--- config.mk ---
export PLATFORM = sky130hd
export DESIGN_NAME = tcw_walker
export DESIGN_NICKNAME = d
export VERILOG_FILES = /design/src/sv/tcw_walker.sv
export SDC_FILE = /design/constraint.sdc
export NUM_CORES = 1
export LEC_CHECK = 0
export BUFFER_PORTS_ARGS = -buffer_cell sky130_fd_sc_hd__buf_2
export CORE_MARGIN = 2
export CORE_UTILIZATION = 40
export CTS_CLUSTER_DIAMETER = 40
export DETAILED_ROUTE_END_ITERATION = 12
export GPL_TIMING_DRIVEN = 1
export PLACE_DENSITY = 0.71
export RECOVER_POWER = 50
export SYNTH_ARGS = -nofsm -noshare
export SYNTH_HDL_FRONTEND = slang
export SYNTH_SLANG_ARGS = --single-unit
--- constraint.sdc ---
create_clock -name clk -period 3.4 [get_ports clk]
set_input_delay 0.68 -clock clk [delete_from_list [all_inputs] [get_ports clk]]
set_output_delay 0.68 -clock clk [all_outputs]
set_load 0.02 [all_outputs]
--- src/sv/tcw_walker.sv ---
// address counter with end compare, shared by every memory sweep
`default_nettype none

module tcw_walker #(
  parameter int CW = 11
) (
  input  wire logic          clk,
  input  wire logic          rst,
  input  wire logic          load,
  input  wire logic [CW-1:0] load_val,
  input  wire logic          step,
  input  wire logic [CW-1:0] last_val,
  output logic      [CW-1:0] cnt,
  output logic               last
);

  always_ff @(posedge clk) begin
    if (rst) begin
      cnt <= '0;
    end else if (load) begin
      cnt <= load_val;
    end else if (step) begin
      cnt <= cnt + CW'(1);
    end
  end

  assign last = (cnt == last_val);

endmodule

`default_nettype wire

* Yosys cells after proc, flatten, opt, wreduce, memory -nomap -nowiden
Index checks and enable logic that the tools add are counted.
** Word-level totals
- Register bits after elaboration :: 11
- Input bits :: 26
- Output and inout port bits :: 12
** Cells by class
- Add/sub/neg operators :: 1
- Eq/ne operators :: 1
- Muxes and demuxes :: 2
- Reduce and logical (&&, ||, !) cells :: 1
** Operators by type and width (number)
- two-way mux 11 bit :: 2
- adder 11 x 1 -> 11 bit (second input constant) :: 1
- equality test 11 bit :: 1
- nonzero test 2 bit :: 1

* Logic depth before layout (Yosys ltp)
Gate-level depths: netlist of the first run.
- Word-level depth :: 3
- Gate-level depth with buffers :: 5

* Worst setup path after synthesis of the first run
Ideal clock, no wire load.
- Path type :: reg-to-output
- Start point :: reg cnt[0]
- End point :: out last
- Data arrival time :: 1421 ps
- Required time :: 2720 ps
- Path slack :: 1299 ps
- Stages on the path, launching flop included :: 5
- Path through :: dfxtp_1 -> clkbuf_1 -> xnor2_1 -> nand3_1 -> nor3_1
** On the way
- Word-level cells in the longest chain between the ends :: 1
** Ends and longest elaborated chain
- start, declared :: RTL line 13 : output logic [CW-1:0] cnt,
- start signal, assigned :: RTL line 21 : cnt <= load_val;
- start signal, assigned :: RTL line 23 : cnt <= cnt + CW'(1);
- equality test 11 bit :: RTL line 27 : assign last = (cnt == last_val);
- end, declared :: RTL line 14 : output logic last
No other way between the ends.

* Worst setup path in the final report of the first run
- Start point :: in last_val[5]
- End point :: out last
** On the way
- Word-level cells in the longest chain between the ends :: 1
** Ends and longest elaborated chain
- start, declared :: RTL line 12 : input wire logic [CW-1:0] last_val,
- equality test 11 bit :: RTL line 27
No other way between the ends.

==> results of run 1 <==
==> Yosys cell counts, types with 2 or more instances <==
library cell / number / area, um^2
nand4_1: 5 / 31.3
nand3_1: 5 / 25.0
nand2_1: 9 / 33.8
a21oi_1: 4 / 20.0
clkbuf_1: 3 / 11.3
o31ai_1: 2 / 15.0
dfxtp_1: 11 / 220
o21ai_0: 4 / 20.0
a311oi_1: 3 / 26.3
a211oi_1: 3 / 22.5
xnor2_1: 11 / 96.3
nor2_1: 6 / 22.5
or3_2: 2 / 15.0
xor2_1: 4 / 35.0
buf_2: 2 / 10.0
or4b_1: 2 / 20.0
or4_1: 3 / 22.5
nor4bb_1: 2 / 20.0
==> power groups by stage <==
stage	clock network [mW]	logic, mW	registers (mW)
2_1_floorplan	0	0.0441	0.165
3_3_place_gp	0	0.0792	0.159
3_5_place_dp	0	0.0815	0.160
4_1_cts	0.0926	0.0817	0.156
5_1_grt	0.0957	0.0885	0.159
6_report	0.0902	0.0794	0.157
==> logic make-up (layout without fill, tap and decap cells) <==
kind of cell    Yosys count  in the layout  share of synthesized area [%]
mux                       1              1                           1.45
simple gates             40             40                           31.8
buf+inv                   7             42                           3.86
xor+xnor                 15             15                           16.9
flops                    11             11                           28.3
fa+ha+maj                 1              1                           1.61
compound gates           19             19                           16.1
==> path summary, 6_finish.rpt <==
| check | slack, ns | cells after the start | to |
|---|---|---|---|
| worst max-delay path | 1.31 | 5 | last |
| worst min-delay path | 0.54 | 2 | cnt[10]$_SDFFE_PP0P_ |
| worst max register to register | 1.72 | 4 | cnt[10]$_SDFFE_PP0P_ |
| worst min register to register | 0.54 | 2 | cnt[10]$_SDFFE_PP0P_ |
==> routing by layer <==
layer  share of wire (%)  GRT usage, %  vias up
li1                    -             -      421
met5                   0             0        -
met4                0.53          9.73        0
met2                  47          29.9       39
met3                 8.0          3.70        2
met1                  45          23.5      373
==> through the flow <==
step	setup WS (ns)	util, %
after detailed placement	1.28	54.3
after floorplan	1.30	-
after CTS	1.28	55.8
final	1.31	55.4
after global routing	1.17	55.4
after global placement	1.35	54.3
==> critical path, cell delays in order <==
cell and delay, ns:
buf_2 0.10, xnor2_1 0.13, nand4_1 0.16, nor3_1 0.15
buf_2 0.19
==> final cells by class <==
type / instances / area, um^2 / area share, %
Timing Repair Buffer: 37 / 178 / 18.0
Inverter: 1 / 3.75 / 0.380
Tap cell: 25 / 31.3 / 3.17
Sequential cell: 11 / 220 / 22.3
Clock buffer: 4 / 26.3 / 2.66
Multi-Input combinational cell: 76 / 528 / 53.5
==> results.md, run 1 <==
* Routed wire length per instance at 12.4 um
* Outcome: completed
* Initial antenna violation count at 0
* Post CTS Setup Buffer Count at 0
* Pin count of the biggest net entering global routing at 17
* P_leak at 0.375 nW
* Register area share after synthesis at 28.3%
* Sw Ratio at 32.0%
* Clk Latency, worst-skew pair at 0.27 ns
* CTS H-Tree Depth at 1
* DR pass1 iterations at 5
* Antenna cell count at 0
* Setup CP Type: in2out
* Clock tree buffer depth at 2
* Die Width at 48.1 um
* RePlAce Congestion at 0.739
* Final Slew Violations at 0
* Period utilization at 61.6%
* Top FF cell, synth: dfxtp_1
* Clock Power Share at 27.6%
* RSZ-0062 raised after global routing: no
* Worst Setup SP: last_val[5]
* TritonCTS Buffers at 3
* Number of flops mapped to enable cells by yosys at 0
* Worst Skew at 0.00513 ns
* Die area at 2310 um^2
* Crit path DAT at 1.41 ns
* CTS root buf: clkbuf_4
* # resized after CTS at 0
* HPWL Detailed at 1.49 mm
* Total Neg Setup Slack at 0 ns
* Hold Crit Class: reg2reg
* Synth async-reset ratio at 0%
* DP Cell Count at 150
* Yosys warnings at 0
* P_sw at 0.104 mW
* Biggest regs: cnt (11)
* Largest register FFs at 11
* Number of max-cap violations at 0
* Cells after Synth at 94
* Nets at 157
* Drt total wl at 1.90 mm
* CTS tree: yes
* Period minus WS final at 2.09 ns
* Crit path max fanout at 1
* PwrDens at 331 nW/um^2
* Row Count at 15
* Register name with the most flops: cnt
* Post-CTS Hold Buffers at 0
* Worst EP required at 2.72 ns
* Non-filler cells, final at 154
* DR vias/cell at 5.42
* Vias in the first global route at 693
* Cell variety after synth at 31
* ANT nets after route at 0
* Core Region at 1780 um^2
* Initial drt markers at 11
* Vias at 835
* FILL cells at 192
* Total power at 0.326 mW
* Post-synthesis area per instance at 8.28 um^2
* Die H at 48.1 um
* Number of top-level pins at 38
* Max VDD drop at 0.000186 V
* CP Launch Type: input pin
* HP Start: cnt[10]$_SDFFE_PP0P_
* Synthesized flop and latch total at 11
* Buffers on Ports at 37
* Layout cells sized above 1 at 30.2%
* Reg clk slew, reported paths at 0.07 ns
* Comb power frac at 24.3%
* Fin. Hold Viols at 0
* Worst Tran Pin Value at 0.441 ns
* Max-slew headroom at 70.6%
* Drt drc at 0
* Sequential fraction of design power at 48.0%
* Commonest cells after routing, fill and taps aside: buf_2 (31), xnor2_1 (11), dfxtp_1 (11)
* Final non-filler cell area at 987 um^2
* Total GRT Usage at 18.6%
* Synth Cell Area at 778 um^2
* Global route overflow at 0
* Clock Sink Count at 11
* Final setup viols at 0
* Max frequency at 477 MHz
* Initial Util at 43.6%
* Area growth from synthesis to layout at 26.8%
* Hold WS at 0.541 ns
* First-pass GRT wire length at 2.92 mm
* P_int at 0.222 mW
* Critical Path Sink Type: primary output
* Syn nets at 121
* Placed Area at 968 um^2
* Launch point of the worst reg-to-reg path: cnt[0]$_SDFFE_PP0P_
* Most common cell after layout, fill and taps aside: buf_2
Note: power is estimated with default switching activity, not from simulation.
==> run 2: changes to the inputs <==
- clock period: 3.4 -> 2.1 ns (I/O delays scaled with it)
==> run 2 against run 1 <==
Compared with the run above:
- core utilization is 0.84 points higher
- clock skew is 0.0049 ns lower
- die area unchanged
- setup slack got worse by 1.0 ns
- critical endpoint unchanged
==> results.md, run 2 (synthesized netlist as in run 1, its figures left out) <==
* Layout cells sized above 1 at 31.3% (+1.1 points)
* Hold WS at 0.411 ns (-0.131 ns)
* Routed wire length per instance at 12.0 um (-2.5%)
* Max VDD drop at 0.000284 V (+52%)
* Worst path top cell family by delay: flip-flops
* Vias in the first global route at 690 (-0.43%)
* Max incr delay on CP at 0.50 ns (+0.31 ns)
* Pin count of the biggest net entering global routing at 17 (unchanged)
* Vias at 829 (-0.72%)
* Die H at 48.1 um (unchanged)
* Max frequency at 551 MHz
* Antenna cell count at 0 (unchanged)
* Biggest regs: cnt (11)
* Final setup viols at 0 (unchanged)
* Non-filler cells, final at 156 (+1.3%)
* Slowest CP cell: dfxtp_1
* Clock tree buffer depth at 2 (unchanged)
* Reg clk slew, reported paths at 0.07 ns (about the same)
* DP Cell Count at 152 (+1.3%)
* Crit path max fanout at 7 (+6)
* Drt drc at 0 (unchanged)
* Total power at 0.525 mW (+61%)
* # resized after CTS at 0 (unchanged)
* RSZ-0062 raised after global routing: no
* Sequential fraction of design power at 47.4% (-0.6 points)
* Hold Crit Depth at 3 (+1)
* Hold endpoint: cnt[1]$_SDFFE_PP0P_
* Clock Power Share at 26.4% (-1.2 points)
* Comb power frac at 26.2% (+1.9 points)
* Worst EP required at 1.68 ns (-1.04 ns)
* Core Region at 1780 um^2 (unchanged)
* Max-slew headroom at 70.1% (-0.42 points)
* Area growth from synthesis to layout at 28.8%
* Total Neg Setup Slack at 0 ns (unchanged)
* Worst Tran Pin Value at 0.447 ns (+0.00628 ns)
* Sw Ratio at 30.9% (-1.1 points)
* Register name with the most flops: cnt
* Hold Crit Class: in2reg
* Initial antenna violation count at 0 (unchanged)
* HPWL Detailed at 1.50 mm (+0.75%)
* Clock Sink Count at 11 (unchanged)
* Outcome: completed
* CTS H-Tree Depth at 1 (unchanged)
* Launch point of the worst reg-to-reg path: cnt[2]$_SDFFE_PP0P_
* Initial Util at 43.6% (unchanged)
* HP Start: load_val[1]
* Total GRT Usage at 19.1% (+0.57 points)
* Met3 Wirelength at 126 um (-17%)
* CTS tree: yes
* P_leak at 0.385 nW (+2.7%)
* Worst slack at placement at 0.431 ns (-0.846 ns)
* Highest Signal Layer: met4
* CTS root buf: clkbuf_4
* Final Slew Violations at 0 (unchanged)
* Period minus WS final at 1.81 ns
* Fin. Hold Viols at 0 (unchanged)
* CP Cell Sequence: xnor2_1 > nand4_1 > nor3_1 > buf_2
* P_int at 0.363 mW (+63%)
* Critical path buffers and inverters at 1 (-1)
* Period utilization at 86.4%
* P_sw at 0.162 mW (+55%)
* Critical Path Sink Type: primary output
* Setup CP Type: reg2out
* PwrDens at 523 nW/um^2 (+58%)
* Row Count at 15 (unchanged)
* M1 WL at 882 um (+4.0%)
* Die area at 2310 um^2 (unchanged)
* Crit path DAT at 1.39 ns (-0.02 ns)
* DR pass1 iterations at 4 (-1)
* Drt total wl at 1.88 mm (-1.3%)
* Post CTS Setup Buffer Count at 0 (unchanged)
* Reg-to-Reg End: cnt[10]$_SDFFE_PP0P_
* Die Width at 48.1 um (unchanged)
* DR vias/cell at 5.31 (-2.0%)
* Clk Latency, worst-skew pair at 0.26 ns (about the same)
* Commonest cells after routing, fill and taps aside: buf_2 (31), xnor2_1 (11), dfxtp_1 (11)
* Number of top-level pins at 38 (unchanged)
* Initial drt markers at 8 (-3)
* Met2 wire len at 859 um (-3.5%)
* Global route overflow at 0 (unchanged)
* Buffers on Ports at 37 (unchanged)
* TritonCTS Buffers at 3 (unchanged)
* Final setup margin at 0.285 ns (-1.02 ns)
* Nets at 159 (+1.3%)
* RePlAce Congestion at 0.760 (+2.8%)
* Largest register FFs at 11 (unchanged)
* Worst reg-to-reg setup slack at 0.54 ns (-1.18 ns)
* Worst r2r path cells at 3 (-1)
* Post-CTS Hold Buffers at 0 (unchanged)
* CP Launch Type: register
* Worst Skew at 0.000257 ns (-0.00487 ns)
* ANT nets after route at 0 (unchanged)
* First-pass GRT wire length at 2.97 mm (+1.7%)
* Number of max-cap violations at 0 (unchanged)
* Most common cell after layout, fill and taps aside: buf_2
[run 2: worst max-delay path by stage]
stage	from	end	slack [ns]	depth (start not counted)
floorplan	cnt[0]$_SDFFE_PP0P_	last	0.26	4
global placement	rst	cnt[7]$_SDFFE_PP0P_	0.46	4
detailed placement	rst	cnt[7]$_SDFFE_PP0P_	0.43	4
CTS	cnt[2]$_SDFFE_PP0P_	last	0.25	4
global route	cnt[2]$_SDFFE_PP0P_	last	0.16	4
finish	cnt[2]$_SDFFE_PP0P_	last	0.29	4
[run 2: worst min-delay path, stage by stage]
cell and delay, ns:
buf_2 0.10, nand2_1 0.05, a21oi_1 0.05
[run 2: power by group through the flow]
stage / combinational [mW] / sequential [mW] / clock, mW
2_1_floorplan: 0.0714 / 0.267 / 0
3_3_place_gp: 0.138 / 0.253 / 0
3_5_place_dp: 0.141 / 0.253 / 0
4_1_cts: 0.141 / 0.249 / 0.146
5_1_grt: 0.154 / 0.252 / 0.154
6_report: 0.137 / 0.248 / 0.139
[run 2: per-stage QoR]
step                      util, %  cell area [um^2]
after CTS                    56.6              1010
after global routing         56.2              1000
after floorplan                 -               778
final                        56.2              1000
after global placement       55.2               983
after detailed placement     55.2               983
[run 2: area by class of cell]
| class | instances | area, um^2 |
|---|---|---|
| inverter | 1 | 3.75 |
| tap | 25 | 31.3 |
| fill | 184 | 781 |
| sequential | 11 | 220 |
| multi-input combinational | 76 | 528 |
| clock buffer | 4 | 26.3 |
| timing repair buffer | 39 | 193 |
[run 2: layer usage]
metal,track usage (%),up-vias
met2,31.2,33
met4,9.73,0
met1,24.2,369
li1,-,425
met3,3.33,2
met5,0,-
==> run 3: changes to the inputs <==
- PLACE_DENSITY: 0.71 -> 0.7
==> run 3 against run 2 <==
Compared with the run above:
- routed wire length grew 6.5%
- non-clock buffer count shrank 1
- cell count shrank 0.64%
- largest power group unchanged
- highest routed layer unchanged
- critical path type unchanged
- setup slack lost 0.028 ns
- count of clock-buffer cells in the layout is the same
- flip-flop and latch count is the same
- combinational power shrank 3%
- critical path depth is the same
==> results.md, run 3 (synthesized netlist as in run 1, its figures left out) <==
* Outcome: completed
* Period utilization at 87.8% (+1.3 points)
* Max-slew headroom at 68.5% (-1.7 points)
* Worst Tran Pin Value at 0.473 ns (+0.0253 ns)
* Final non-filler cell area at 991 um^2 (-1.1%)
* Non-filler cells, final at 155 (-0.64%)
* Placed Area at 976 um^2 (-0.76%)
* Fin util at 55.6% (-0.63 points)
* HPWL Detailed at 1.52 mm (+1.6%)
* RSZ-0062 raised after global routing: no
* Number of max-cap violations at 0 (unchanged)
* Multi-input gate area at 528 um^2 (unchanged)
* # resized after CTS at 0 (unchanged)
* FILL cells at 192 (+4.3%)
* CP Launch Type: register
* CTS H-Tree Depth at 1 (unchanged)
* Biggest regs: cnt (11)
* DR vias/cell at 5.39 (+1.5%)
* Final Slew Violations at 0 (unchanged)
* Total GRT Usage at 19.4% (+0.24 points)
* Worst Skew at 0.00205 ns (+0.00180 ns)
* Global route overflow at 0 (unchanged)
* Antenna cell count at 0 (unchanged)
* Post-CTS Hold Buffers at 0 (unchanged)
* Core Region at 1780 um^2 (unchanged)
* Vias in the first global route at 734 (+6.4%)
* Most common cell after layout, fill and taps aside: buf_2
* Die H at 48.1 um (unchanged)
* Clock tree buffer depth at 2 (unchanged)
* Final setup viols at 0 (unchanged)
* Drt drc at 0 (unchanged)
* Routed wire length per instance at 12.9 um (+7.2%)
* Initial drt markers at 8 (unchanged)
* Hold Crit Class: in2reg
* Crit path DAT at 1.42 ns (+0.03 ns)
* Setup CP Type: reg2out
* CTS tree: yes
* Period minus WS final at 1.84 ns (+0.0283 ns)
* DP Cell Count at 151 (-0.66%)
* DR pass1 iterations at 4 (unchanged)
* Pin count of the biggest net entering global routing at 17 (unchanged)
* Vias at 836 (+0.84%)
* Reg clk slew, reported paths at 0.08 ns (about the same)
* CTS root buf: clkbuf_4
* Drt total wl at 2.00 mm (+6.5%)
* First-pass GRT wire length at 3.08 mm (+3.7%)
* PwrDens at 539 nW/um^2 (+3.0%)
* Clock Sink Count at 11 (unchanged)
* Max frequency at 543 MHz (-1.5%)
* Hold WS at 0.398 ns (-0.0124 ns)
* Initial Util at 43.6% (unchanged)
* Crit path max fanout at 7 (unchanged)
* Register name with the most flops: cnt
* Fin. Hold Viols at 0 (unchanged)
* Critical Path Sink Type: primary output
* RePlAce Congestion at 0.778 (+2.3%)
* Post CTS Setup Buffer Count at 0 (unchanged)
* Largest register FFs at 11 (unchanged)
* Die area at 2310 um^2 (unchanged)
* Row Count at 15 (unchanged)
* Initial antenna violation count at 0 (unchanged)
* Storage cell area at 220 um^2 (unchanged)
* Buffers on Ports at 37 (unchanged)
* Max VDD drop at 0.000340 V (+20%)
* TritonCTS Buffers at 3 (unchanged)
* Area growth from synthesis to layout at 27.3%
* P_leak at 0.375 nW (-2.6%)
* Nets at 158 (-0.63%)
* Worst EP required at 1.68 ns (about the same)
* Die Width at 48.1 um (unchanged)
* Number of top-level pins at 38 (unchanged)
* ANT nets after route at 0 (unchanged)
* Clk Latency, worst-skew pair at 0.27 ns (about the same)
* Layout cells sized above 1 at 30.0% (-1.3 points)
* Commonest cells after routing, fill and taps aside: buf_2 (31), xnor2_1 (11), dfxtp_1 (11)
* Total Neg Setup Slack at 0 ns (unchanged)
[run 3: stage by stage]
step	setup slack, ns	power, mW
after floorplan	0.259	0.338
after global placement	0.466	0.389
after detailed placement	0.428	0.393
after CTS	0.259	0.541
after global routing	0.145	0.562
final	0.257	0.534
[run 3: per-layer routing]
layer	part of all wire, %	vias up	wire (um)	track usage [%]
met2	47	28	942	33.1
met5	0	-	0	0
met3	5.4	2	108	3.33
met4	0.60	0	12	8.11
li1	-	423	-	-
met1	47	383	937	24.0
[run 3: where the power goes]
group / switching [mW] / internal, mW
Clock: 0.0762 / 0.0735
Sequential: 0.0282 / 0.224
Combinational: 0.0700 / 0.0628
[run 3: critical path, stage by stage, from the launching register on]
cell and delay (ns):
dfxtp_1 0.52, xnor2_1 0.16, nand4_1 0.12, nor3_1 0.17
buf_2 0.19
[run 3: final timing paths]
| path | slack [ns] | start | endpoint | depth (start not counted) |
|---|---|---|---|---|
| setup / recovery | 0.26 | cnt[2]$_SDFFE_PP0P_ | last | 4 |
| hold / removal | 0.40 | load_val[0] | cnt[0]$_SDFFE_PP0P_ | 3 |
| setup reg to reg | 0.41 | cnt[1]$_SDFFE_PP0P_ | cnt[10]$_SDFFE_PP0P_ | 4 |
| hold reg to reg | 0.54 | cnt[10]$_SDFFE_PP0P_ | cnt[10]$_SDFFE_PP0P_ | 2 |
[run 3: final cells by class]
cell class	instances	area share, %
well taps	25	3.16
repair buffers	38	18.3
flip-flops and latches	11	22.2
clock buffers	4	2.65
inverters	1	0.379
multi-input cells	76	53.3
