File: config.mk
export PLATFORM = sky130hd
export DESIGN_NAME = tcw_cursor
export DESIGN_NICKNAME = d
export VERILOG_FILES = /design/src/sv/tcw_pkg.sv /design/src/sv/tcw_cursor.sv
export SDC_FILE = /design/constraint.sdc
export NUM_CORES = 1
export LEC_CHECK = 0
export ABC_AREA = 1
export BUFFER_PORTS_ARGS = -buffer_cell sky130_fd_sc_hd__buf_4
export CORE_MARGIN = 3
export CORE_UTILIZATION = 55
export CTS_BUF_LIST = sky130_fd_sc_hd__clkbuf_16
export CTS_CLUSTER_DIAMETER = 60
export DETAILED_ROUTE_END_ITERATION = 16
export PLACE_DENSITY = 0.76
export SYNTH_ARGS = -nofsm -noshare
export SYNTH_HDL_FRONTEND = slang
export SYNTH_SLANG_ARGS = --single-unit
export TNS_END_PERCENT = 5
File: constraint.sdc
create_clock -name clk -period 3.6 [get_ports clk]
set_clock_uncertainty 0.05 [all_clocks]
set_input_delay 0.54 -clock clk [delete_from_list [all_inputs] [get_ports clk]]
set_output_delay 0.54 -clock clk [all_outputs]
set_load 0.005 [all_outputs]
File: src/sv/tcw_pkg.sv
// shared types and constants for the text console character writer
`default_nettype none

package tcw_pkg;

  // default screen geometry
  localparam int COLUMNS_DEF   = 80;
  localparam int ROWS_DEF      = 25;
  localparam int TAB_WIDTH_DEF = 8;

  // fixed field widths
  localparam int CMD_W  = 2;
  localparam int CHAR_W = 8;
  localparam int POS_W  = 11;
  localparam int ATTR_W = 8;
  localparam int DATA_W = 16;

  localparam logic [ATTR_W-1:0] ATTR_RESET = 8'h0F;
  localparam logic [CHAR_W-1:0] BLANK_CHAR = 8'h20;

  // character codes with special meaning
  localparam logic [CHAR_W-1:0] CH_BS       = 8'h08;
  localparam logic [CHAR_W-1:0] CH_TAB      = 8'h09;
  localparam logic [CHAR_W-1:0] CH_LF       = 8'h0A;
  localparam logic [CHAR_W-1:0] CH_CR       = 8'h0D;
  localparam logic [CHAR_W-1:0] CH_PRINT_LO = 8'h20;
  localparam logic [CHAR_W-1:0] CH_PRINT_HI = 8'h7F;

  typedef enum logic [CMD_W-1:0] {
    CMD_PUT   = 2'd0,
    CMD_CLEAR = 2'd1,
    CMD_READ  = 2'd2,
    CMD_NONE  = 2'd3
  } cmd_t;

  // sequencer to cursor unit
  typedef struct packed {
    logic put;
    logic home;
  } cur_ctl_t;

  // cursor unit back to sequencer
  typedef struct packed {
    logic printable;
    logic scroll;
  } cur_stat_t;

endpackage

`default_nettype wire

File: src/sv/tcw_cursor.sv
// cursor registers and the put-character cursor update
`default_nettype none

module tcw_cursor #(
  parameter int COLUMNS   = tcw_pkg::COLUMNS_DEF,
  parameter int ROWS      = tcw_pkg::ROWS_DEF,
  parameter int TAB_WIDTH = tcw_pkg::TAB_WIDTH_DEF,
  parameter int AW        = $clog2(ROWS * COLUMNS)
) (
  input  wire logic                        clk,
  input  wire logic                        rst,
  input  wire tcw_pkg::cur_ctl_t           ctl,
  input  wire logic [tcw_pkg::CHAR_W-1:0]  char_code,
  output tcw_pkg::cur_stat_t               stat,
  output logic      [AW-1:0]               pos
);

  localparam int XW   = $clog2(COLUMNS);
  localparam int YW   = $clog2(ROWS);
  localparam int PW   = (TAB_WIDTH > 2) ? $clog2(TAB_WIDTH) : 1;
  localparam int XN_W = $clog2(COLUMNS + TAB_WIDTH);

  logic [XW-1:0] x;
  logic [YW-1:0] y;
  logic [PW-1:0] phase;   // x modulo tab width, kept alongside x

  logic [XN_W-1:0] x_ext;
  logic [XN_W-1:0] x_new;
  logic [PW-1:0]   phase_new;
  logic            y_inc;
  logic            printable;
  logic            scroll;
  logic [YW-1:0]   y_new;

  assign printable = (char_code >= tcw_pkg::CH_PRINT_LO) &&
                     (char_code <= tcw_pkg::CH_PRINT_HI);

  always_comb begin
    x_ext     = XN_W'(x);
    x_new     = x_ext;
    phase_new = phase;
    y_inc     = 1'b0;
    priority if (char_code == tcw_pkg::CH_BS) begin
      if (x != '0) begin
        x_new     = x_ext - XN_W'(1);
        phase_new = (phase == '0) ? PW'(TAB_WIDTH - 1) : phase - PW'(1);
      end
    end else if (char_code == tcw_pkg::CH_TAB) begin
      x_new     = x_ext + XN_W'(TAB_WIDTH) - XN_W'(phase);
      phase_new = '0;
    end else if (char_code == tcw_pkg::CH_CR) begin
      x_new     = '0;
      phase_new = '0;
    end else if (char_code == tcw_pkg::CH_LF) begin
      x_new     = '0;
      phase_new = '0;
      y_inc     = 1'b1;
    end else if (printable) begin
      x_new     = x_ext + XN_W'(1);
      phase_new = (phase == PW'(TAB_WIDTH - 1)) ? '0 : phase + PW'(1);
    end else begin
      x_new = x_ext;
    end
    // line end wrap
    if (x_new >= XN_W'(COLUMNS)) begin
      x_new     = '0;
      phase_new = '0;
      y_inc     = 1'b1;
    end
  end

  assign scroll = y_inc && (y == YW'(ROWS - 1));
  assign y_new  = (y_inc && !scroll) ? y + YW'(1) : y;

  always_ff @(posedge clk) begin
    if (rst || ctl.home) begin
      x     <= '0;
      y     <= '0;
      phase <= '0;
    end else if (ctl.put) begin
      x     <= XW'(x_new);
      y     <= y_new;
      phase <= phase_new;
    end
  end

  assign stat.printable = printable;
  assign stat.scroll    = scroll;
  assign pos            = AW'(y) * AW'(COLUMNS) + AW'(x);

endmodule

`default_nettype wire

-- After elaboration in Yosys (flattened, before gate mapping)
Index checks and enable logic that the tools add are counted.
W data, S select, Z words.
- equality and inequality tests: 7
- $add $sub $neg: 8
- order comparisons: 3
- multipliers: 1
- muxes and demuxes: 21
- reduce and logical (&&, ||, !) cells: 10
- operator list (cell ; number):
    $mux W7 ; 7
    $eq A8 B4 Y1 const B ; 4
    $mux W3 ; 9
    $add A11 B7 Y11 ; 1
    $ge A8 B6 Y1 const B ; 1
    $le A8 B7 Y1 const B ; 1
    $add A7 B1 Y7 const B ; 1
    $add A7 B4 Y7 const B ; 1
    $ge A7 B7 Y1 const B ; 1
    $mul A5 B3 Y7 const B ; 1
    $reduce_bool A7 Y1 ; 1
    $sub A7 B1 Y7 const B ; 1
    $sub A7 B3 Y7 ; 1
    $reduce_bool A6 Y1 ; 1
    $add A5 B1 Y5 const B ; 1
    $eq A5 B5 Y1 const B ; 1
    $mux W1 ; 5
    $add A3 B1 Y3 const B ; 1
    $eq A3 B3 Y1 const B ; 1
    $logic_and A1 B1 Y1 ; 3
    $logic_not A3 Y1 ; 1
    $ne A3 B1 Y1 const B ; 1
    $reduce_and A3 Y1 ; 1
    $sub A3 B1 Y3 const B ; 1
    3 further kinds ; 3
- output and inout port bits: 13
- register bits after elaboration: 15
- input bits: 12

-- Depth between registers and ports, before layout
Gate-level depths: netlist of run 1.
- depth after elaboration: 13
- gate-level depth with buffers: 21
- gate-level depth less buffers: 21

-- Least setup slack after synthesis of run 1
Ideal clock, no wire load.
- path type: reg-to-output
- from: register x[0]
- to: output stat[0] (netlist bit)
- stages on the path, launching flop included: 20
- path slack: 0.705 ns
- arrival time: 2.305 ns
- path through: dfxtp_1 inv_1 ha_1 inv_1 ha_1 inv_1 fa_1 inv_1 nand2_1 nand3_1 nand2_1 nand2_1 nand2_1 nand3_1 nand2_1 nand2_2 nand2_4 buf_6 a21boi_0 buf_4
- cells in the longest elaborated chain, start to end: 9
- elaborated cells on any way between the ends: 14
- classes of those cells: 4 x add/sub; 1 x order compare; 7 x mux; 2 x reduce/logical
- RTL lines (what ; line ; text):
    start, declared ; tcw_cursor.sv:23 ; logic [XW-1:0] x;
    start signal, assigned ; tcw_cursor.sv:81 ; x <= XW'(x_new);
    parallel branches: the longest is 5 deep, another holds $add A7 B4 Y7 ; - ;
    $mux W7 (*) ; tcw_cursor.sv:43 ; priority if (char_code == tcw_pkg::CH_BS) begin
    $ge A7 B7 Y1 (*) ; tcw_cursor.sv:65 ; if (x_new >= XN_W'(COLUMNS)) begin
    $mux W1 (*) ; tcw_cursor.sv:65 ;
    $logic_and A1 B1 Y1 (*) ; tcw_cursor.sv:72 ; assign scroll = y_inc && (y == YW'(ROWS - 1));
    end, declared ; tcw_cursor.sv:14 ; output tcw_pkg::cur_stat_t stat,
Mark *: on every way between the ends.

==> impl_metrics.tcl, run 1 <==
set metrics [dict create \
    status "complete, no violations" \
    holdBufCountCts 0 \
    grt_pass1_wl_um 8080 \
    leakagePower_nw 1.12 \
    ctsRootBufferMaster "clkbuf_16" \
    cpPeakStageDelay_ns 0.41 \
    synth-adder-area-share_pct 19.8 \
    period_share_pct 94.8 \
    fin_setup_tns_ns 0 \
    dp_hpwl_um 3590 \
    crit_type "flop to primary output" \
    globalRoute.totalOverflow 0 \
    power_mw 0.487 \
    die_height_um 65.6 \
    final_nets 355 \
    startpoint_type "flop" \
    worstReg2RegStart "x[0]" \
    crit_path_end_kind "primary output" \
    synth_xor_area_share_pct 6.74 \
    place_area_mm2 0.00210 \
    ant_nets 0 \
    ys_top_cells_by_area "ha_1, dfxtp_1, nand2_1, nand3_1, inv_1" \
    worst-path-buf-inv 5 \
    drive_gt1_share_pct 15.3 \
    slew_headroom_pct 62.4 \
    cts_resized 0 \
    seq_area_frac_synth_pct 15.4 \
    die_w_um 65.6 \
    finalWeightedCongestion 0.928 \
    min_to "y[3]" \
    final_area_mm2 0.00218 \
    cp_data_required_time_ns 3.01 \
    critPathTopFamily "adder cells" \
    async_reset_ff_share_pct 0 \
    core_area_mm2 0.00320 \
    fp-row-count 20 \
    hold_viol_final 0 \
    ios 25 \
    synth-seq-cells 15 \
    io_buffers 24 \
    synthFlopType "dfxtp_1" \
    cts_tree "built" \
    path_common_cell "nand2_1" \
    rsz0062_at_grt "no" \
    path_clk_slew_ns 0.05 \
    avgSynthCellArea_um2 6.59 \
    drtPass1Iterations 4 \
    yosys_warnings 0 \
    finalMaxSlewViolations 0 \
    grtUsageTotal_pct 23.4 \
    hold_path_startpoint "y[3]" \
    rr_worst_depth 20 \
    max-cap-violations 0 \
    grt_max_degree 17 \
    reg2reg_to "y[1]" \
    clk_latency_ns 0.24 \
    reg2reg_slack_ns 0.83 \
    path_cells "inv_1 -> ha_1 -> inv_1 -> ha_1 -> inv_1 -> fa_1 -> inv_1 -> nand2_1 -> nand3_1 -> nand2_1 -> nand2_1 -> nand2_1 -> nand3_1 -> nand2_1 -> nand2_2 -> nand2_4 -> a21boi_1 -> buf_4" \
    yosys.area_share.simple_pct 33.4 \
    arrival_ns 2.82 \
    syn_area_mm2 0.00195 \
    power_density_mw_per_mm2 223 \
    yosysUniqueCellTypes 31 \
    die-area_mm2 0.00430 \
    fmax_mhz 293 \
    syn_inst 296 \
    cts.path.max_buffers 2 \
    synth_top_family_by_area "simple AND/OR/NAND/NOR gates" \
    max_slew.worst_pin.slew_ns 0.562 \
    drt-vias-per-instance 5.39 \
    vias 1925 \
    setup_viol 0 \
    synth_compound_area_share_pct 13.1 \
    whs_path_depth 2 \
    area_growth_pct 11.8 \
    drt_iter0_drc 191 \
    routedWlPerCell_um 12.6 \
    yosys.area.top_type "ha_1" \
    clock-sinks 15 \
    synth_fp_nets 337 \
    synth_top_area_share_pct 16.7 \
    postCtsSetupRepairBufs 0 \
    cts_buffers 3 \
    routed_wirelength_um 4480 \
    cp_max_fo 13 \
    min_period_ns 3.41 \
    vdd_drop_max_v 0.000149 \
    start_util_pct 60.9 \
    antenna_cells 0 \
    cp_slowest_cell "dfxtp_1" \
    synth_edf_count 0 \
    h-tree-depth 1 \
    hold_path.class "flop to flop" \
    antenna_found_initial 0 \
    synth_mux_area_share_pct 0 \
    drc 0 \
    first_global_vias 1836 \
]
-- power breakdown --
part / switching [mW] / internal (mW) / leakage (nW)
sequential: 0.00603 / 0.170 / 0.122
clock: 0.0687 / 0.147 / 0.0423
combinational: 0.0560 / 0.0395 / 0.959
-- synth_stat cells (2+ instances only) --
master,instances
nand2_1,60
buf_4,7
buf_6,2
ha_1,26
inv_1,35
nand3_1,33
a31oi_1,2
nand4_1,2
fa_1,3
nand3_2,2
nand2_2,6
a21oi_1,24
xnor2_1,5
xor2_1,10
inv_2,3
dfxtp_1,15
nand2_4,2
nor3_1,2
nor2_1,27
nor2_2,4
o21a_1,3
o21ai_0,14
-- layout by cell type (no fill, tap or decap), types with 3 or more instances in the layout --
cell,Yosys,final
a21oi_1,24,24
buf_4,7,24
clkbuf_16,0,3
dfxtp_1,15,15
fa_1,3,3
ha_1,26,26
inv_1,35,36
inv_2,3,3
nand2_1,60,60
nand2_2,6,6
nand3_1,33,33
nor2_1,27,27
nor2_2,4,4
o21a_1,3,3
o21ai_0,14,14
xnor2_1,5,5
xor2_1,10,10
-- worst reg2reg max path, stage by stage (launching register included) --
cell	delay, ns
dfxtp_1	0.41
inv_1	0.14
ha_1	0.22
inv_1	0.06
ha_1	0.19
inv_1	0.08
fa_1	0.38
inv_1	0.07
nand2_1	0.08
nand3_1	0.07
nand2_1	0.05
nand2_1	0.05
nand2_1	0.05
nand3_1	0.11
nand2_1	0.08
nand2_2	0.09
nand2_4	0.12
nand2_4	0.12
nand2_2	0.09
nand2_1	0.09
a21oi_1	0.06
-- sequential cells by signal (all words and copies together) (netlist names) --
| register | count |
|---|---|
| x | 7 |
| y | 5 |
| phase | 3 |
-- through the flow --
stage	hold slack (ns)	worst slack [ns]	instances	utilization, %
6_report	0.499	0.187	357	68.1
5_1_grt	0.539	0.0194	357	68.1
4_1_cts	0.493	0.140	357	68.1
3_5_place_dp	0.488	0.411	353	65.6
3_3_place_gp	0.475	0.566	353	65.6
2_1_floorplan	0.435	0.705	296	-
-- per-layer routing --
metal / GRT usage, % / part of all wire (%)
met5: 0 / 0
met3: 2.91 / 5.4
met4: 6.48 / 2.4
met1: 30.8 / 45
met2: 39.8 / 47
-- cells by family (layout without fill, tap and decap cells) --
logic type	count (synthesis)	count (layout)
xor+xnor	15	15
fa+ha+maj	29	29
flops	15	15
simple gates	141	141
buf+inv	49	66
compound gates	47	47
-- area by class of cell --
cell class / count / area, um2
clock buffer: 3 / 75.1
clock inverter: 1 / 3.75
fill: 305 / 1020
inverter: 38 / 143
multi-input combinational: 232 / 1420
sequential: 15 / 300
tap: 44 / 55.1
timing repair buffer: 24 / 180
-- worst max-delay path by stage --
stage | to | slack (ns) | cells past startpoint | startpoint
floorplan | stat[0] | 0.70 | 19 | x[0]
global placement | stat[0] | 0.57 | 18 | x[0]
detailed placement | stat[0] | 0.41 | 18 | x[0]
CTS | stat[0] | 0.14 | 18 | x[0]
global route | stat[0] | 0.02 | 18 | x[0]
finish | stat[0] | 0.19 | 18 | x[0]
No activity file was read; power rests on OpenSTA's default activity.
==> inputs of run 2 (changes only) <==
ABC_AREA = unset   (was 1)
CORE_UTILIZATION = 40   (was 55)
PLACE_DENSITY = 0.59   (was 0.76)
==> impl_metrics.tcl, run 2 <==
set metrics [dict create \
    top_regs "x (7), y (5), phase (3)" \
    whs_path_depth 2 \
    yosysMostFrequentCell "ha_1" \
    top_register "x" \
    cp_max_fo 12 \
    rsz0062_at_grt "no" \
    combPwrFrac_pct 14.9 \
    worst-path-buf-inv 3 \
    cts_tree "built" \
    routedWlPerCell_um 14.4 \
    die-area_mm2 0.00590 \
    hold_path.class "flop to flop" \
    die_w_um 76.8 \
    io_buffers 24 \
    avgSynthCellArea_um2 7.90 \
    startpoint_type "flop" \
    drtPass1Iterations 4 \
    worstReg2RegStart "phase[1]" \
    drc 0 \
    h-tree-depth 1 \
    antenna_cells 0 \
    leakagePower_nw 0.961 \
    first_global_vias 1688 \
    path_cells "inv_1 -> ha_1 -> ha_1 -> inv_1 -> fa_1 -> nor2b_1 -> or4_4 -> a31oi_4 -> a2bb2oi_4 -> o22ai_4 -> a21oi_1 -> buf_4" \
    cp_slowest_cell "or4_4" \
    grt_pass1_wl_um 8060 \
    slew_headroom_pct 58.5 \
    clkPwrFrac_pct 47.3 \
    clock-sinks 15 \
    largest_reg_flops 7 \
    fmax_mhz 296 \
    crit_type "flop to primary output" \
    final_nets 313 \
    finalMaxSlewViolations 0 \
    ant_nets 0 \
    core_area_mm2 0.00479 \
    max_slew.worst_pin.slew_ns 0.614 \
    setup_viol 0 \
    hold_viol_final 0 \
    arrival_ns 2.78 \
    yosys_warnings 0 \
    drive_gt1_share_pct 19.6 \
    swShare_pct 23.4 \
    synth-seq-cells 15 \
    fin_setup_tns_ns 0 \
    fin_hold_ws_ns 0.481 \
    seq_area_frac_synth_pct 15.0 \
    status "complete, no violations" \
    crit_path_end_kind "primary output" \
    p_sw_mw 0.105 \
    seq_power_share_pct 37.8 \
    power_density_mw_per_mm2 194 \
    max-cap-violations 0 \
    cts_resized 0 \
    critPathTopFamily "compound AO/OA/AOI/OAI gates" \
    period_share_pct 93.7 \
    drt-vias-per-instance 5.46 \
    cts_buffers 3 \
    path_clk_slew_ns 0.05 \
    area_growth_pct 15.3 \
    yosys.area.top_type "ha_1" \
    cp_data_required_time_ns 3.01 \
    postCtsSetupRepairBufs 0 \
    ys_top_cells_by_area "ha_1, dfxtp_1, xnor2_1, a21oi_1, nand2_1" \
    grt_max_degree 23 \
    syn_inst 254 \
    finalWeightedCongestion 0.880 \
    vias 1845 \
    holdBufCountCts 0 \
    die_height_um 76.8 \
    mostFrequentLayoutCell "buf_4" \
    antenna_found_initial 0 \
    yosys-top-cells-count "ha_1, nand2_1, a21oi_1" \
    synth_edf_count 0 \
    min_to "x[0]" \
    syn_area_mm2 0.00201 \
    min_period_ns 3.37 \
    start_util_pct 41.9 \
    ctsRootBufferMaster "clkbuf_16" \
    layout_common_cells "buf_4, ha_1, nand2_1" \
    routed_wirelength_um 4860 \
    synthFlopType "dfxtp_1" \
    fillers 482 \
    reg2reg_to "y[2]" \
    hold_path_startpoint "x[0]" \
    fp-row-count 25 \
    synth_fp_nets 295 \
    yosysUniqueCellTypes 61 \
    cts.path.max_buffers 2 \
    drt_iter0_drc 118 \
    globalRoute.totalOverflow 0 \
    cpPeakStageDelay_ns 0.43 \
    async_reset_ff_share_pct 0 \
    dp_hpwl_um 3880 \
    reg2reg_slack_ns 0.59 \
    internal-power_mw 0.344 \
    clk_latency_ns 0.24 \
    vdd_drop_max_v 0.000178 \
    synth_top_area_share_pct 16.2 \
    ios 25 \
    grtUsageTotal_pct 16.5 \
    rr_worst_depth 12 \
]
run 2: area by class of cell:
type	count	area, um2	area share (%)
Multi-Input combinational cell	204	1560	67.5
Clock buffer	3	75.1	3.24
Sequential cell	15	303	13.1
Timing Repair Buffer	28	210	9.09
Clock inverter	1	5.00	0.216
Tap cell	67	83.8	3.62
Inverter	20	75.1	3.24
run 2: cell families after synthesis:
kind of cell / after synthesis / share of synthesized area, %
fa+ha+maj: 29 / 19.2
simple gates: 88 / 25.6
xor+xnor: 15 / 6.55
buf+inv: 35 / 8.17
flops: 15 / 15.0
compound gates: 68 / 23.4
mux: 4 / 2.06
run 2: tightest hold or removal path: stages (launching register included):
cell and delay, ns:
dfxtp_2 0.35, nand2b_1 0.08, a21oi_1 0.05
run 2: worst max-delay path by stage:
stage / from / endpoint / slack (ns) / cells past startpoint
6_report: phase[1] / stat[0] / 0.23 / 12
5_1_grt: x[0] / stat[0] / 0.0002 / 13
4_1_cts: x[0] / stat[0] / 0.007 / 13
3_5_place_dp: x[0] / stat[0] / 0.28 / 13
3_3_place_gp: x[0] / stat[0] / 0.36 / 13
2_1_floorplan: x[1] / stat[0] / 0.54 / 12
run 2: layer usage:
| layer | GRT usage, % | up-vias | wire length, um |
|---|---|---|---|
| li1 | - | 953 | - |
| met1 | 22.7 | 837 | 2310 |
| met2 | 27.1 | 47 | 2300 |
| met3 | 1.29 | 8 | 190 |
| met4 | 5.62 | 0 | 59 |
| met5 | 0 | - | 0 |
run 2: through the flow:
stage | instances | cell area, um2 | setup slack, ns | util, % | power (mW)
after detailed placement | 334 | 2210 | 0.279 | 46.2 | 0.239
after floorplan | 254 | 2010 | 0.543 | - | 0.215
final | 338 | 2310 | 0.226 | 48.3 | 0.449
after CTS | 338 | 2290 | 0.00716 | 47.9 | 0.453
after global placement | 334 | 2210 | 0.357 | 46.2 | 0.239
after global routing | 338 | 2310 | 0.000223 | 48.3 | 0.471
run 2: power by group through the flow:
stage / Clock [mW] / Sequential, mW / Combinational [mW]
4_1_cts: 0.217 / 0.170 / 0.0663
6_report: 0.212 / 0.170 / 0.0667
3_5_place_dp: 0 / 0.173 / 0.0660
3_3_place_gp: 0 / 0.173 / 0.0661
5_1_grt: 0.226 / 0.170 / 0.0748
2_1_floorplan: 0 / 0.172 / 0.0428
==> inputs of run 3 (changes only) <==
CTS_BUF_LIST = unset   (was sky130_fd_sc_hd__clkbuf_16)
CTS_CLUSTER_DIAMETER = 200   (was 60)
==> impl_metrics.tcl, run 3 (synthesized netlist as in run 2, its figures left out) <==
set metrics [dict create \
    core_area_mm2 0.00479 \
    hold_path_startpoint "x[0]" \
    cp_data_required_time_ns 3.01 \
    cts.path.max_buffers 2 \
    routed_wirelength_um 4820 \
    reg2reg_slack_ns 0.58 \
    antenna_found_initial 0 \
    first_global_vias 1687 \
    max_slew.worst_pin.slew_ns 0.616 \
    m1WireLength_um 2290 \
    fmax_mhz 295 \
    startpoint_type "flop" \
    path_cells "ha_1 -> ha_1 -> inv_1 -> fa_1 -> nor2b_1 -> or4_4 -> a31oi_4 -> a2bb2oi_4 -> o22ai_4 -> a21oi_1 -> buf_4" \
    final_nets 313 \
    ctsRootBufferMaster "clkbuf_8" \
    largest_reg_flops 7 \
    cpPeakStageDelay_ns 0.44 \
    mostFrequentLayoutCell "buf_4" \
    drt_iter0_drc 101 \
    rsz0062_at_grt "no" \
    met2_wirelength_um 2270 \
    ant_nets 0 \
    max-cap-violations 0 \
    critPathTopFamily "compound AO/OA/AOI/OAI gates" \
    vias 1842 \
    cp.depth 11 \
    worstReg2RegStart "x[1]" \
    drc 0 \
    period_share_pct 94.0 \
    die-area_mm2 0.00590 \
    cp-startpoint "x[1]" \
    fin_setup_tns_ns 0 \
    stdcell_count 338 \
    top_regs "x (7), y (5), phase (3)" \
    antenna_cells 0 \
    fin_hold_ws_ns 0.487 \
    drtPass1Iterations 4 \
    reg2reg_to "y[2]" \
    leakagePower_nw 0.946 \
    vdd_drop_max_v 0.000146 \
    finalMaxSlewViolations 0 \
    hold_path.class "flop to flop" \
    cts_buffers 3 \
    rr_worst_depth 11 \
    clock-sinks 15 \
    fp-row-count 25 \
    globalRoute.totalOverflow 0 \
    met3_length_um 210 \
    crit_path_end_kind "primary output" \
    power_density_mw_per_mm2 162 \
    worst-path-buf-inv 2 \
    min_period_ns 3.39 \
    power_mw 0.369 \
    dp_hpwl_um 3880 \
    ios 25 \
    hold_viol_final 0 \
    path_common_cell "ha_1" \
    arrival_ns 2.80 \
    crit_path_end "stat[0]" \
    slew_headroom_pct 58.4 \
    top_register "x" \
    path_clk_slew_ns 0.06 \
    cts_tree "built" \
    layout_common_cells "buf_4, ha_1, nand2_1" \
    clk_latency_ns 0.25 \
    area_growth_pct 13.7 \
    h-tree-depth 1 \
    die_w_um 76.8 \
    cp_slowest_cell "dfxtp_2" \
    status "complete, no violations" \
    grtUsageTotal_pct 16.3 \
    finalWeightedCongestion 0.880 \
    dr.max_layer_used "met4" \
    drt-vias-per-instance 5.45 \
    cp_max_fo 12 \
    drive_gt1_share_pct 19.6 \
    crit_type "flop to primary output" \
    routedWlPerCell_um 14.3 \
    dp_cells 334 \
    io_buffers 24 \
    setup_viol 0 \
    start_util_pct 41.9 \
    grt_pass1_wl_um 8000 \
    die_height_um 76.8 \
    grt_max_degree 23 \
]
-- run 3: cell type report --
cell class | count | area [um2]
clock inverters | 1 | 5.00
inverters | 20 | 75.1
clock buffers | 3 | 41.3
repair buffers | 28 | 210
multi-input cells | 204 | 1560
fillers | 483 | 2500
well taps | 67 | 83.8
flip-flops and latches | 15 | 305
-- run 3: stage by stage --
stage          util [%]  area (um2)  worst slack, ns
6_report           47.7        2280            0.214
5_1_grt            47.7        2280           0.0495
4_1_cts            47.2        2260         0.000461
3_5_place_dp       46.2        2210            0.279
3_3_place_gp       46.2        2210            0.357
2_1_floorplan         -        2010            0.543
-- run 3: how the worst min path moves through the flow --
stage	depth (start not counted)	slack, ns	end
6_report	2	0.49	x[0]
5_1_grt	2	0.51	x[0]
4_1_cts	2	0.50	y[1]
3_5_place_dp	2	0.49	y[1]
3_3_place_gp	2	0.49	y[3]
2_1_floorplan	2	0.44	y[3]
-- run 3: layer usage --
metal	vias up	track usage, %
li1	952	-
met1	842	22.6
met2	42	26.9
met3	6	1.29
met4	0	4.53
met5	-	0
-- run 3: worst min-delay path: cells and delay by family, from the launching register on --
family,cells,cell delay (ns)
flops,1,0.37
simple gates,1,0.07
compound gates,1,0.05
-- run 3: timing repair --
action | CTS | global route
gates resized for setup | 0 | 5
setup buffers | 0 | 0
setup endpoints to repair | 0 | 1
hold buffers | 0 | 0
-- run 3: power by group --
part	switching [mW]	internal (mW)
sequential	0.00179	0.167
clock	0.0573	0.0765
combinational	0.0391	0.0276
